`config.mk`:
```
export PLATFORM = sky130hd
export DESIGN_NAME = sexpr_token_scanner
export DESIGN_NICKNAME = d
export VERILOG_FILES = /design/src/rtl/sxtok_pkg.sv /design/src/rtl/sxtok_scan.sv /design/src/rtl/sxtok_rq.sv /design/src/rtl/sexpr_token_scanner.sv
export SDC_FILE = /design/constraint.sdc
export NUM_CORES = 2
export LEC_CHECK = 0
export BUFFER_PORTS_ARGS = -buffer_cell sky130_fd_sc_hd__buf_2
export CORE_MARGIN = 2
export CORE_UTILIZATION = 31
export DETAILED_ROUTE_END_ITERATION = 6
export GPL_TIMING_DRIVEN = 0
export PLACE_DENSITY = 0.56
export SLEW_MARGIN = 40
export SYNTH_ARGS = -nofsm -noshare
export SYNTH_HDL_FRONTEND = slang
export SYNTH_SLANG_ARGS = --single-unit
```
`constraint.sdc`:
```
create_clock -name clk_i -period 11.4 [get_ports clk_i]
set_input_delay 0.57 -clock clk_i [delete_from_list [all_inputs] [get_ports clk_i]]
set_output_delay 0.57 -clock clk_i [all_outputs]
set_load 0.005 [all_outputs]
```
`src/rtl/sxtok_pkg.sv`:
```
// ----------------------------------------------------------------------------
// sxtok_pkg
// Shared types, constants and character classes of the token scanner.
// ----------------------------------------------------------------------------
package sxtok_pkg;

  localparam int unsigned MaxLenDigits = 9;
  localparam int unsigned QDepth       = 8;
  localparam int unsigned QAw          = $clog2(QDepth);
  localparam int unsigned MaxRecs      = 3;

  localparam logic [7:0] ChNewline = 8'h0A;
  localparam logic [7:0] ChSpace   = 8'h20;
  localparam logic [7:0] ChQuote   = 8'h22;
  localparam logic [7:0] ChLParen  = 8'h28;
  localparam logic [7:0] ChRParen  = 8'h29;
  localparam logic [7:0] ChStar    = 8'h2A;
  localparam logic [7:0] ChSlash   = 8'h2F;
  localparam logic [7:0] ChZero    = 8'h30;
  localparam logic [7:0] ChColon   = 8'h3A;
  localparam logic [7:0] ChSemi    = 8'h3B;
  localparam logic [7:0] ChBslash  = 8'h5C;

  typedef enum logic [2:0] {
    KLbr     = 3'd0,
    KRbr     = 3'd1,
    KQuoted  = 3'd2,
    KData    = 3'd3,
    KSymbol  = 3'd4,
    KInvalid = 3'd5,
    KEof     = 3'd6
  } kind_e;

  typedef struct packed {
    logic [7:0] text_byte;
    logic       has_byte;
    logic       end_of_text;
  } item_t;

  typedef struct packed {
    kind_e       kind;
    logic [31:0] start;
    logic [31:0] length;
    logic        fin;
  } rec_t;

  function automatic logic is_dig(logic [7:0] c);
    return (c inside {[8'h30:8'h39]});
  endfunction

  function automatic logic is_vis(logic [7:0] c);
    return (c inside {[8'h41:8'h5A], [8'h61:8'h7A], [8'h30:8'h39],
                      8'h2B, 8'h2D, 8'h2A, 8'h2F, 8'h5F, 8'h3D, 8'h3F,
                      8'h24, 8'h25, 8'h26, 8'h23, 8'h7E, 8'h3C, 8'h3E,
                      8'h2E, 8'h27, 8'h3A, 8'h5E, 8'h7C, 8'h40});
  endfunction

endpackage

```
`src/rtl/sxtok_scan.sv`:
```
// ----------------------------------------------------------------------------
// sxtok_scan
// Scanner state and the single-pass next-state and record logic per item.
// ----------------------------------------------------------------------------
module sxtok_scan (
  input  logic                                  clk_i,
  input  logic                                  rst_ni,
  input  logic                                  step_i,
  input  sxtok_pkg::item_t                      item_i,
  output sxtok_pkg::rec_t [sxtok_pkg::MaxRecs-1:0] recs_o,
  output logic [1:0]                            rec_cnt_o
);

  typedef enum logic [3:0] {
    MIdle   = 4'd0,
    MSlash  = 4'd1,
    MSemi   = 4'd2,
    MLine   = 4'd3,
    MBlock  = 4'd4,
    MBstar  = 4'd5,
    MQuoted = 4'd6,
    MDigits = 4'd7,
    MData   = 4'd8,
    MSymbol = 4'd9
  } mode_e;

  mode_e       mode_q, mode_d;
  logic [31:0] pos_q, pos_d;
  logic [31:0] tbeg_q, tbeg_d;
  logic [3:0]  dcnt_q, dcnt_d;
  logic [29:0] drem_q, drem_d;
  logic        esc_q, esc_d;
  logic        lz_q, lz_d;

  sxtok_pkg::rec_t [sxtok_pkg::MaxRecs-1:0] recs;
  logic [1:0]                                 n;

  always_comb begin
    logic [7:0]  c;
    logic [31:0] p;
    logic [31:0] pay;
    logic        start_now;
    logic        sym_path;
    mode_e       m;
    logic [31:0] tb;
    logic [3:0]  dc;
    logic [29:0] dr;
    logic        es;
    logic        lz;

    c         = item_i.text_byte;
    p         = pos_q;
    pay       = '0;
    start_now = 1'b0;
    sym_path  = 1'b0;
    m         = mode_q;
    tb        = tbeg_q;
    dc        = dcnt_q;
    dr        = drem_q;
    es        = esc_q;
    lz        = lz_q;
    n         = 2'd0;
    recs      = '0;
    pos_d     = pos_q;

    if (item_i.has_byte) begin
      pos_d = pos_q + 32'd1;
      case (m)
        MSlash: begin
          if (c == sxtok_pkg::ChSlash) begin
            m = MLine;
          end else if (c == sxtok_pkg::ChStar) begin
            m = MBlock;
          end else begin
            sym_path = 1'b1;
          end
        end
        MSemi: begin
          if (c == sxtok_pkg::ChSemi) begin
            m = MLine;
          end else begin
            recs[n] = '{sxtok_pkg::KInvalid, tb, 32'd1, 1'b0};
            n = n + 2'd1;
            start_now = 1'b1;
          end
        end
        MLine: begin
          if (c == sxtok_pkg::ChNewline) m = MIdle;
        end
        MBlock: begin
          if (c == sxtok_pkg::ChStar) m = MBstar;
        end
        MBstar: begin
          if (c == sxtok_pkg::ChSlash) begin
            m = MIdle;
          end else if (c != sxtok_pkg::ChStar) begin
            m = MBlock;
          end
        end
        MQuoted: begin
          if (es) begin
            es = 1'b0;
          end else if (c == sxtok_pkg::ChBslash) begin
            es = 1'b1;
          end else if (c == sxtok_pkg::ChQuote) begin
            recs[n] = '{sxtok_pkg::KQuoted, tb, p - tb, 1'b0};
            n = n + 2'd1;
            m = MIdle;
          end
        end
        MDigits: begin
          if (sxtok_pkg::is_dig(c)) begin
            if (dc <= 4'(sxtok_pkg::MaxLenDigits)) dc = dc + 4'd1;
            if (dc <= 4'(sxtok_pkg::MaxLenDigits)) begin
              dr = (dr << 3) + (dr << 1) + 30'(c - sxtok_pkg::ChZero);
            end
          end else if (c == sxtok_pkg::ChColon) begin
            if (dc > 4'(sxtok_pkg::MaxLenDigits) || lz) begin
              recs[n] = '{sxtok_pkg::KInvalid, tb, p - tb, 1'b0};
              n = n + 2'd1;
              m = MIdle;
            end else begin
              m = MData;
            end
          end else begin
            sym_path = 1'b1;
          end
        end
        MData: begin
          dr = dr - 30'd1;
          if (dr == '0) begin
            pay = tb + 32'(dc) + 32'd1;
            recs[n] = '{sxtok_pkg::KData, pay, p + 32'd1 - pay, 1'b0};
            n = n + 2'd1;
            m = MIdle;
          end
        end
        MSymbol: sym_path = 1'b1;
        default: start_now = 1'b1;
      endcase

      if (sym_path) begin
        if (sxtok_pkg::is_vis(c)) begin
          m = MSymbol;
        end else begin
          recs[n] = '{sxtok_pkg::KSymbol, tb, p - tb, 1'b0};
          n = n + 2'd1;
          start_now = 1'b1;
        end
      end

      if (start_now) begin
        m  = MIdle;
        tb = p;
        if (c == sxtok_pkg::ChSpace || c == sxtok_pkg::ChNewline) begin
          m = MIdle;
        end else if (c == sxtok_pkg::ChSlash) begin
          m = MSlash;
        end else if (c == sxtok_pkg::ChSemi) begin
          m = MSemi;
        end else if (c == sxtok_pkg::ChLParen) begin
          recs[n] = '{sxtok_pkg::KLbr, p, 32'd1, 1'b0};
          n = n + 2'd1;
        end else if (c == sxtok_pkg::ChRParen) begin
          recs[n] = '{sxtok_pkg::KRbr, p, 32'd1, 1'b0};
          n = n + 2'd1;
        end else if (c == sxtok_pkg::ChQuote) begin
          m  = MQuoted;
          tb = p + 32'd1;
          es = 1'b0;
        end else if (sxtok_pkg::is_dig(c)) begin
          m  = MDigits;
          dc = 4'd1;
          lz = (c == sxtok_pkg::ChZero);
          dr = 30'(c - sxtok_pkg::ChZero);
        end else if (c != sxtok_pkg::ChColon && sxtok_pkg::is_vis(c)) begin
          m = MSymbol;
        end else begin
          recs[n] = '{sxtok_pkg::KInvalid, p, 32'd1, 1'b0};
          n = n + 2'd1;
        end
      end
    end

    if (item_i.end_of_text) begin
      case (m)
        MSlash: begin
          recs[n] = '{sxtok_pkg::KSymbol, tb, 32'd1, 1'b0};
          n = n + 2'd1;
        end
        MSemi: begin
          recs[n] = '{sxtok_pkg::KInvalid, tb, 32'd1, 1'b0};
          n = n + 2'd1;
        end
        MSymbol: begin
          recs[n] = '{sxtok_pkg::KSymbol, tb, pos_d - tb, 1'b0};
          n = n + 2'd1;
        end
        MBlock, MBstar: begin
          recs[n] = '{sxtok_pkg::KInvalid, tb, pos_d - tb, 1'b0};
          n = n + 2'd1;
        end
        MData: begin
          recs[n] = '{sxtok_pkg::KInvalid, tb, 32'(dc), 1'b0};
          n = n + 2'd1;
        end
        default: ;
      endcase
      recs[n] = '{sxtok_pkg::KEof, pos_d, 32'd0, 1'b1};
      n = n + 2'd1;
      m     = MIdle;
      pos_d = '0;
      tb    = '0;
      dc    = '0;
      dr    = '0;
      es    = 1'b0;
      lz    = 1'b0;
    end

    mode_d = m;
    tbeg_d = tb;
    dcnt_d = dc;
    drem_d = dr;
    esc_d  = es;
    lz_d   = lz;
  end

  always_ff @(posedge clk_i or negedge rst_ni) begin
    if (!rst_ni) begin
      mode_q <= MIdle;
      pos_q  <= '0;
      tbeg_q <= '0;
      dcnt_q <= '0;
      drem_q <= '0;
      esc_q  <= 1'b0;
      lz_q   <= 1'b0;
    end else if (step_i) begin
      mode_q <= mode_d;
      pos_q  <= pos_d;
      tbeg_q <= tbeg_d;
      dcnt_q <= dcnt_d;
      drem_q <= drem_d;
      esc_q  <= esc_d;
      lz_q   <= lz_d;
    end
  end

  assign recs_o    = recs;
  assign rec_cnt_o = step_i ? n : 2'd0;

endmodule

```
`src/rtl/sxtok_rq.sv`:
```
// ----------------------------------------------------------------------------
// sxtok_rq
// Result queue taking up to three records per cycle and giving one.
// ----------------------------------------------------------------------------
module sxtok_rq (
  input  logic                                  clk_i,
  input  logic                                  rst_ni,
  input  sxtok_pkg::rec_t [sxtok_pkg::MaxRecs-1:0] recs_i,
  input  logic [1:0]                            push_cnt_i,
  input  logic                                  pop_i,
  output logic                                  room_o,
  output logic                                  valid_o,
  output sxtok_pkg::rec_t                       head_o
);

  localparam int unsigned CntW = sxtok_pkg::QAw + 1;

  sxtok_pkg::rec_t [sxtok_pkg::QDepth-1:0] mem_q;
  logic [sxtok_pkg::QAw-1:0]               wr_ptr_q, rd_ptr_q;
  logic [CntW-1:0]                          cnt_q, cnt_d;
  logic                                     pop;

  assign pop     = pop_i && (cnt_q != '0);
  assign valid_o = (cnt_q != '0);
  assign head_o  = mem_q[rd_ptr_q];
  assign room_o  = (cnt_q <= CntW'(sxtok_pkg::QDepth - sxtok_pkg::MaxRecs));
  assign cnt_d   = cnt_q + CntW'(push_cnt_i) - CntW'(pop);

  always_ff @(posedge clk_i) begin
    for (int i = 0; i < sxtok_pkg::MaxRecs; i++) begin
      if (2'(i) < push_cnt_i) begin
        mem_q[wr_ptr_q + sxtok_pkg::QAw'(i)] <= recs_i[i];
      end
    end
  end

  always_ff @(posedge clk_i or negedge rst_ni) begin
    if (!rst_ni) begin
      wr_ptr_q <= '0;
      rd_ptr_q <= '0;
      cnt_q    <= '0;
    end else begin
      wr_ptr_q <= wr_ptr_q + sxtok_pkg::QAw'(push_cnt_i);
      if (pop) rd_ptr_q <= rd_ptr_q + 1'b1;
      cnt_q <= cnt_d;
    end
  end

endmodule

```
`src/rtl/sexpr_token_scanner.sv`:
```
// ----------------------------------------------------------------------------
// sexpr_token_scanner
// Streaming tokenizer for canonical S-expression text, up to one byte per cycle.
// ----------------------------------------------------------------------------
// The slave channel carries one text byte per transaction, with tuser set
// when the byte is present and tlast on the final transaction of a text.
// The master channel carries one token record per transaction: the kind in
// tuser, start offset and length in tdata, and tlast on the eof record.
// An input transaction is held in an input register and scanned once the
// result queue has room; the records it causes (up to three) enter an
// eight-entry result queue and appear on the master side in the cycle
// after they are written.
// One input transaction is accepted per cycle as long as the queue has room
// for three records; the output drains one record per ready cycle, so sustained
// throughput is one byte per cycle whenever bytes cause one record or fewer.
// When the receiver stalls, records wait in the queue and the input side
// stops once the queue cannot take another three.
// Reset empties the queue and the input register and returns the scanner
// to offset zero between tokens; after each eof the scanner alone returns
// there, while records already queued still drain in order.
// ----------------------------------------------------------------------------
module sexpr_token_scanner (
  input  logic        clk_i,
  input  logic        rst_ni,
  input  logic        s_axis_tvalid,
  output logic        s_axis_tready,
  input  logic [7:0]  s_axis_tdata,   // [7:0] text_byte
  input  logic        s_axis_tuser,   // has_byte
  input  logic        s_axis_tlast,   // end_of_text
  output logic        m_axis_tvalid,
  input  logic        m_axis_tready,
  output logic [63:0] m_axis_tdata,   // [31:0] token_start, [63:32] token_length
  output logic [2:0]  m_axis_tuser,   // token_kind
  output logic        m_axis_tlast    // final_token
);

  logic                                     in_valid_q;
  sxtok_pkg::item_t                         in_item_q;
  logic                                     step;
  logic                                     room;
  logic                                     load;
  sxtok_pkg::rec_t [sxtok_pkg::MaxRecs-1:0] recs;
  logic [1:0]                               rec_cnt;
  sxtok_pkg::rec_t                          head;

  assign step          = in_valid_q && room;
  assign s_axis_tready = !in_valid_q || step;
  assign load          = s_axis_tvalid && s_axis_tready;

  always_ff @(posedge clk_i or negedge rst_ni) begin
    if (!rst_ni) begin
      in_valid_q <= 1'b0;
    end else if (load) begin
      in_valid_q <= 1'b1;
    end else if (step) begin
      in_valid_q <= 1'b0;
    end
  end

  always_ff @(posedge clk_i) begin
    if (load) begin
      in_item_q <= '{s_axis_tdata, s_axis_tuser, s_axis_tlast};
    end
  end

  sxtok_scan u_scan (
    .clk_i     (clk_i),
    .rst_ni    (rst_ni),
    .step_i    (step),
    .item_i    (in_item_q),
    .recs_o    (recs),
    .rec_cnt_o (rec_cnt)
  );

  sxtok_rq u_rq (
    .clk_i      (clk_i),
    .rst_ni     (rst_ni),
    .recs_i     (recs),
    .push_cnt_i (rec_cnt),
    .pop_i      (m_axis_tready),
    .room_o     (room),
    .valid_o    (m_axis_tvalid),
    .head_o     (head)
  );

  assign m_axis_tdata = {head.length, head.start};
  assign m_axis_tuser = head.kind;
  assign m_axis_tlast = head.fin;

endmodule

```
==> impl_metrics.toml <==
[yosys]
synth-edff-count = 10
ys_seq_elements = 669
ys_async_sr_fraction_pct = 17.2
synth_top_area_cell = "dfxtp_1"
synth_cell_types = 116
synth.area.top_cells = "dfxtp_1 (22%), mux4_2 (6.2%), dfrtp_1 (5.8%), nand2_1 (4.4%), mux2i_1 (4.4%)"
synthFlopType = "dfxtp_1"
netlist_area_mm2 = 0.0492
syn-num-nets = 6007
syn_inst = 5802
yosys_warnings = 0
synth_top_area_share_pct = 22.1
synth.avg_cell_area_um2 = 8.48
ys_seq_area_share_pct = 28.6

[floorplanning]
start_util_pct = 31.1
row_count = 146
core_area_mm2 = 0.158
dieHeight_um = 402
fp.dieW_um = 402
num_io_pins = 84
die_area_mm2 = 0.162

[sta]
period_needed_ps = 11150
finalHoldViolCount = 0
setup_tns_ps = 0
skew_ps = 70.5
tightest_slew_ps = 1060
setup_slack_ps = 250
finalCritPeriodShare_pct = 97.8
fmax_mhz = 89.7
maxSlewHeadroom_pct = 29.4
maxSlewViolCount = 0
finalSetupViolations = 0
rsz0062_at_grt = "no"

[critical_path]
r2r_cells = 33
critPathCaptureType = "flop"
critPathKind = "flop to flop"
r2r_end = "u_rq.mem_q[259]"
crit_fanout = 11
worst_r2r_startpoint = "u_scan.drem_q[0]"
max_stage_delay_ps = 850
cp.arrival_ps = 11750
start_kind = "flop"
path_common_cell = "buf_2"
critPathRequiredTime_ps = 12000
regToRegSetupSlack_ps = 250
cpMaxStageDelayCell = "nor2_1"

[power_and_ir_drop]
power_leakage_nw = 22.5
pwr-share-clk_pct = 14.4
comb_power_share_pct = 67.2
powerDensity_mw_per_mm2 = 372
p_sw_share_pct = 54.9
switchingPower_mw = 11.9
sequentialPowerShare_pct = 18.4
peakVddDrop_mv = 0.178
internal_power_mw = 9.80

[clock_tree]
clk_pin_slew_worst_paths_ps = 60
htree_levels = 3
clock_latency_ps = 770
clock-sinks = 669
cts_setup_buffers = 0
clk_path_buf_depth = 3
numCtsBuffers = 86
cts_root_buf = "clkbuf_16"
tritoncts = "yes"

[global_routing]
grt_pass1_vias = 52700
grt_overflow = 0
grt_pass1_wl_um = 446000
grt_antenna_before_repair = 26
grt.total_usage_pct = 39.5
grt_start_max_net_pins = 59

[final_layout]
drive_gt1_share_pct = 18.6
area_growth_syn_to_layout_pct = 18.8
final_cell_mix = "nand2_1 (572), dfxtp_1 (544), nor2_1 (505), a21oi_1 (283), o21ai_0 (246)"
layoutNonFillerInstCount = 8242
nets = 6290
finalInstanceArea_mm2 = 0.0585
mostFrequentLayoutCell = "nand2_1"

[flow_run]
cap_violations = 0

[routing]
totalWireLength_um = 332000
initialDrtViolationCount = 8609
dr.pass1.iters = 6
drt-vias-per-instance = 6.83
routedWlPerCell_um = 40.3
ant_nets = 0
drc = 0
vias = 56300

[place]
hpwl_um = 252000
io_buffer_count = 83
gp_congestion = 1.08
pre_cts_slack_ps = 100
dp.cells = 8067
placed_cell_area_mm2 = 0.0552

[worst_hold_path]
min_to = "in_item_q[1]"
hp-start = "s_axis_tuser"
hold_class = "primary input to flop"
hold_depth = 1

[status]
status = "complete, no violations"
metal layers:
metal  GRT usage, %  vias to the layer above  share of wire, %
li1               -                    22700                 -
met1           49.8                    28200                39
met2           56.1                     4186                40
met3           13.1                     1103                12
met4           28.2                       26               8.5
met5          0.803                        -             0.092
per-stage QoR:
step                total power [mW]  utilization, %  hold WS, ps
floorplan                       11.4               -          274
global placement                16.9            33.0          438
detailed placement              17.8            34.9          447
CTS                             21.0            36.9         1.39
global route                    22.1            37.0         28.9
finish                          21.7            37.0         32.5
worst max-delay path: cells and delay by family (launching register included):
| family | cells | cell delay [ps] |
|---|---|---|
| adders and majority gates | 4 | 1050 |
| AOI/OAI and AO/OA | 6 | 1480 |
| DFF | 1 | 470 |
| buffers and inverters | 11 | 3870 |
| and+or+nand+nor | 12 | 4090 |
synth_stat cells, drive strengths merged, types with 146 or more instances:
cell / count
nand2: 577
dfxtp: 544
nor2: 523
clkbuf: 343
o21ai: 312
a21oi: 290
o22ai: 254
mux2i: 216
ha: 158
a221oi: 151
xnor2: 151
buf: 148
nor3: 146
final cells by class:
class / instances / area [um^2]
clock buffers: 122 / 2480
fillers: 16300 / 99500
inverters: 137 / 517
multi-input cells: 4505 / 34200
clock inverters: 38 / 641
diodes: 13 / 32.5
repair buffers: 197 / 1740
plain buffers: 489 / 2220
flip-flops and latches: 669 / 14100
well taps: 2072 / 2590
how the worst max path moves through the flow:
stage                     start         endpoint  slack, ps  cells after the start
5_1_grt        u_scan.drem_q[0]  u_rq.mem_q[290]         10                     34
6_report       u_scan.drem_q[0]  u_rq.mem_q[259]        250                     33
2_1_floorplan  u_scan.drem_q[0]  u_rq.mem_q[355]       3740                     34
3_3_place_gp   u_scan.drem_q[0]  u_rq.mem_q[390]      -1710                     32
3_5_place_dp   u_scan.drem_q[0]  u_rq.mem_q[256]        100                     34
4_1_cts        u_scan.drem_q[0]  u_rq.mem_q[256]         60                     34
logic make-up (layout without fill, tap and decap cells):
group / count (synthesis) / count (layout) / synth area share [%]
DFF: 669 / 669 / 28.6
AOI/OAI and AO/OA: 1931 / 1931 / 28.1
other: 0 / 13 / 0
buffers and inverters: 628 / 983 / 5.10
muxes: 433 / 433 / 12.5
adders and majority gates: 191 / 191 / 5.36
and+or+nand+nor: 1701 / 1701 / 15.9
xor gates and xnor gates: 249 / 249 / 4.49
flip-flops by register name, indices dropped and copies added, names as in the netlist:
register and cells:
u_rq.wr_ptr_q 3, u_scan.drem_q 30, u_scan.mode_q 4, in_item_q 10, u_scan.pos_q 32, u_scan.dcnt_q 4
u_scan.esc_q 1, u_rq.rd_ptr_q 3, u_rq.mem_q 544, u_scan.lz_q 1, in_valid_q 1, u_rq.cnt_q 4
u_scan.tbeg_q 32
power by group through the flow:
stage	clock, mW	sequential, mW	combinational (mW)
2_1_floorplan	0	3.76	7.65
3_3_place_gp	0	3.98	12.9
3_5_place_dp	0	4.00	13.9
4_1_cts	3.11	3.96	13.9
5_1_grt	3.19	4.07	14.9
6_report	3.12	4.00	14.6
what timing repair did:
item / CTS / global route
endpoints found under the setup margin: 0 / 182
hold endpoints to repair: 57 / 0
gates resized for setup: 0 / 16
hold buffers: 1 / 0
Note: power is estimated with default switching activity, not from simulation.
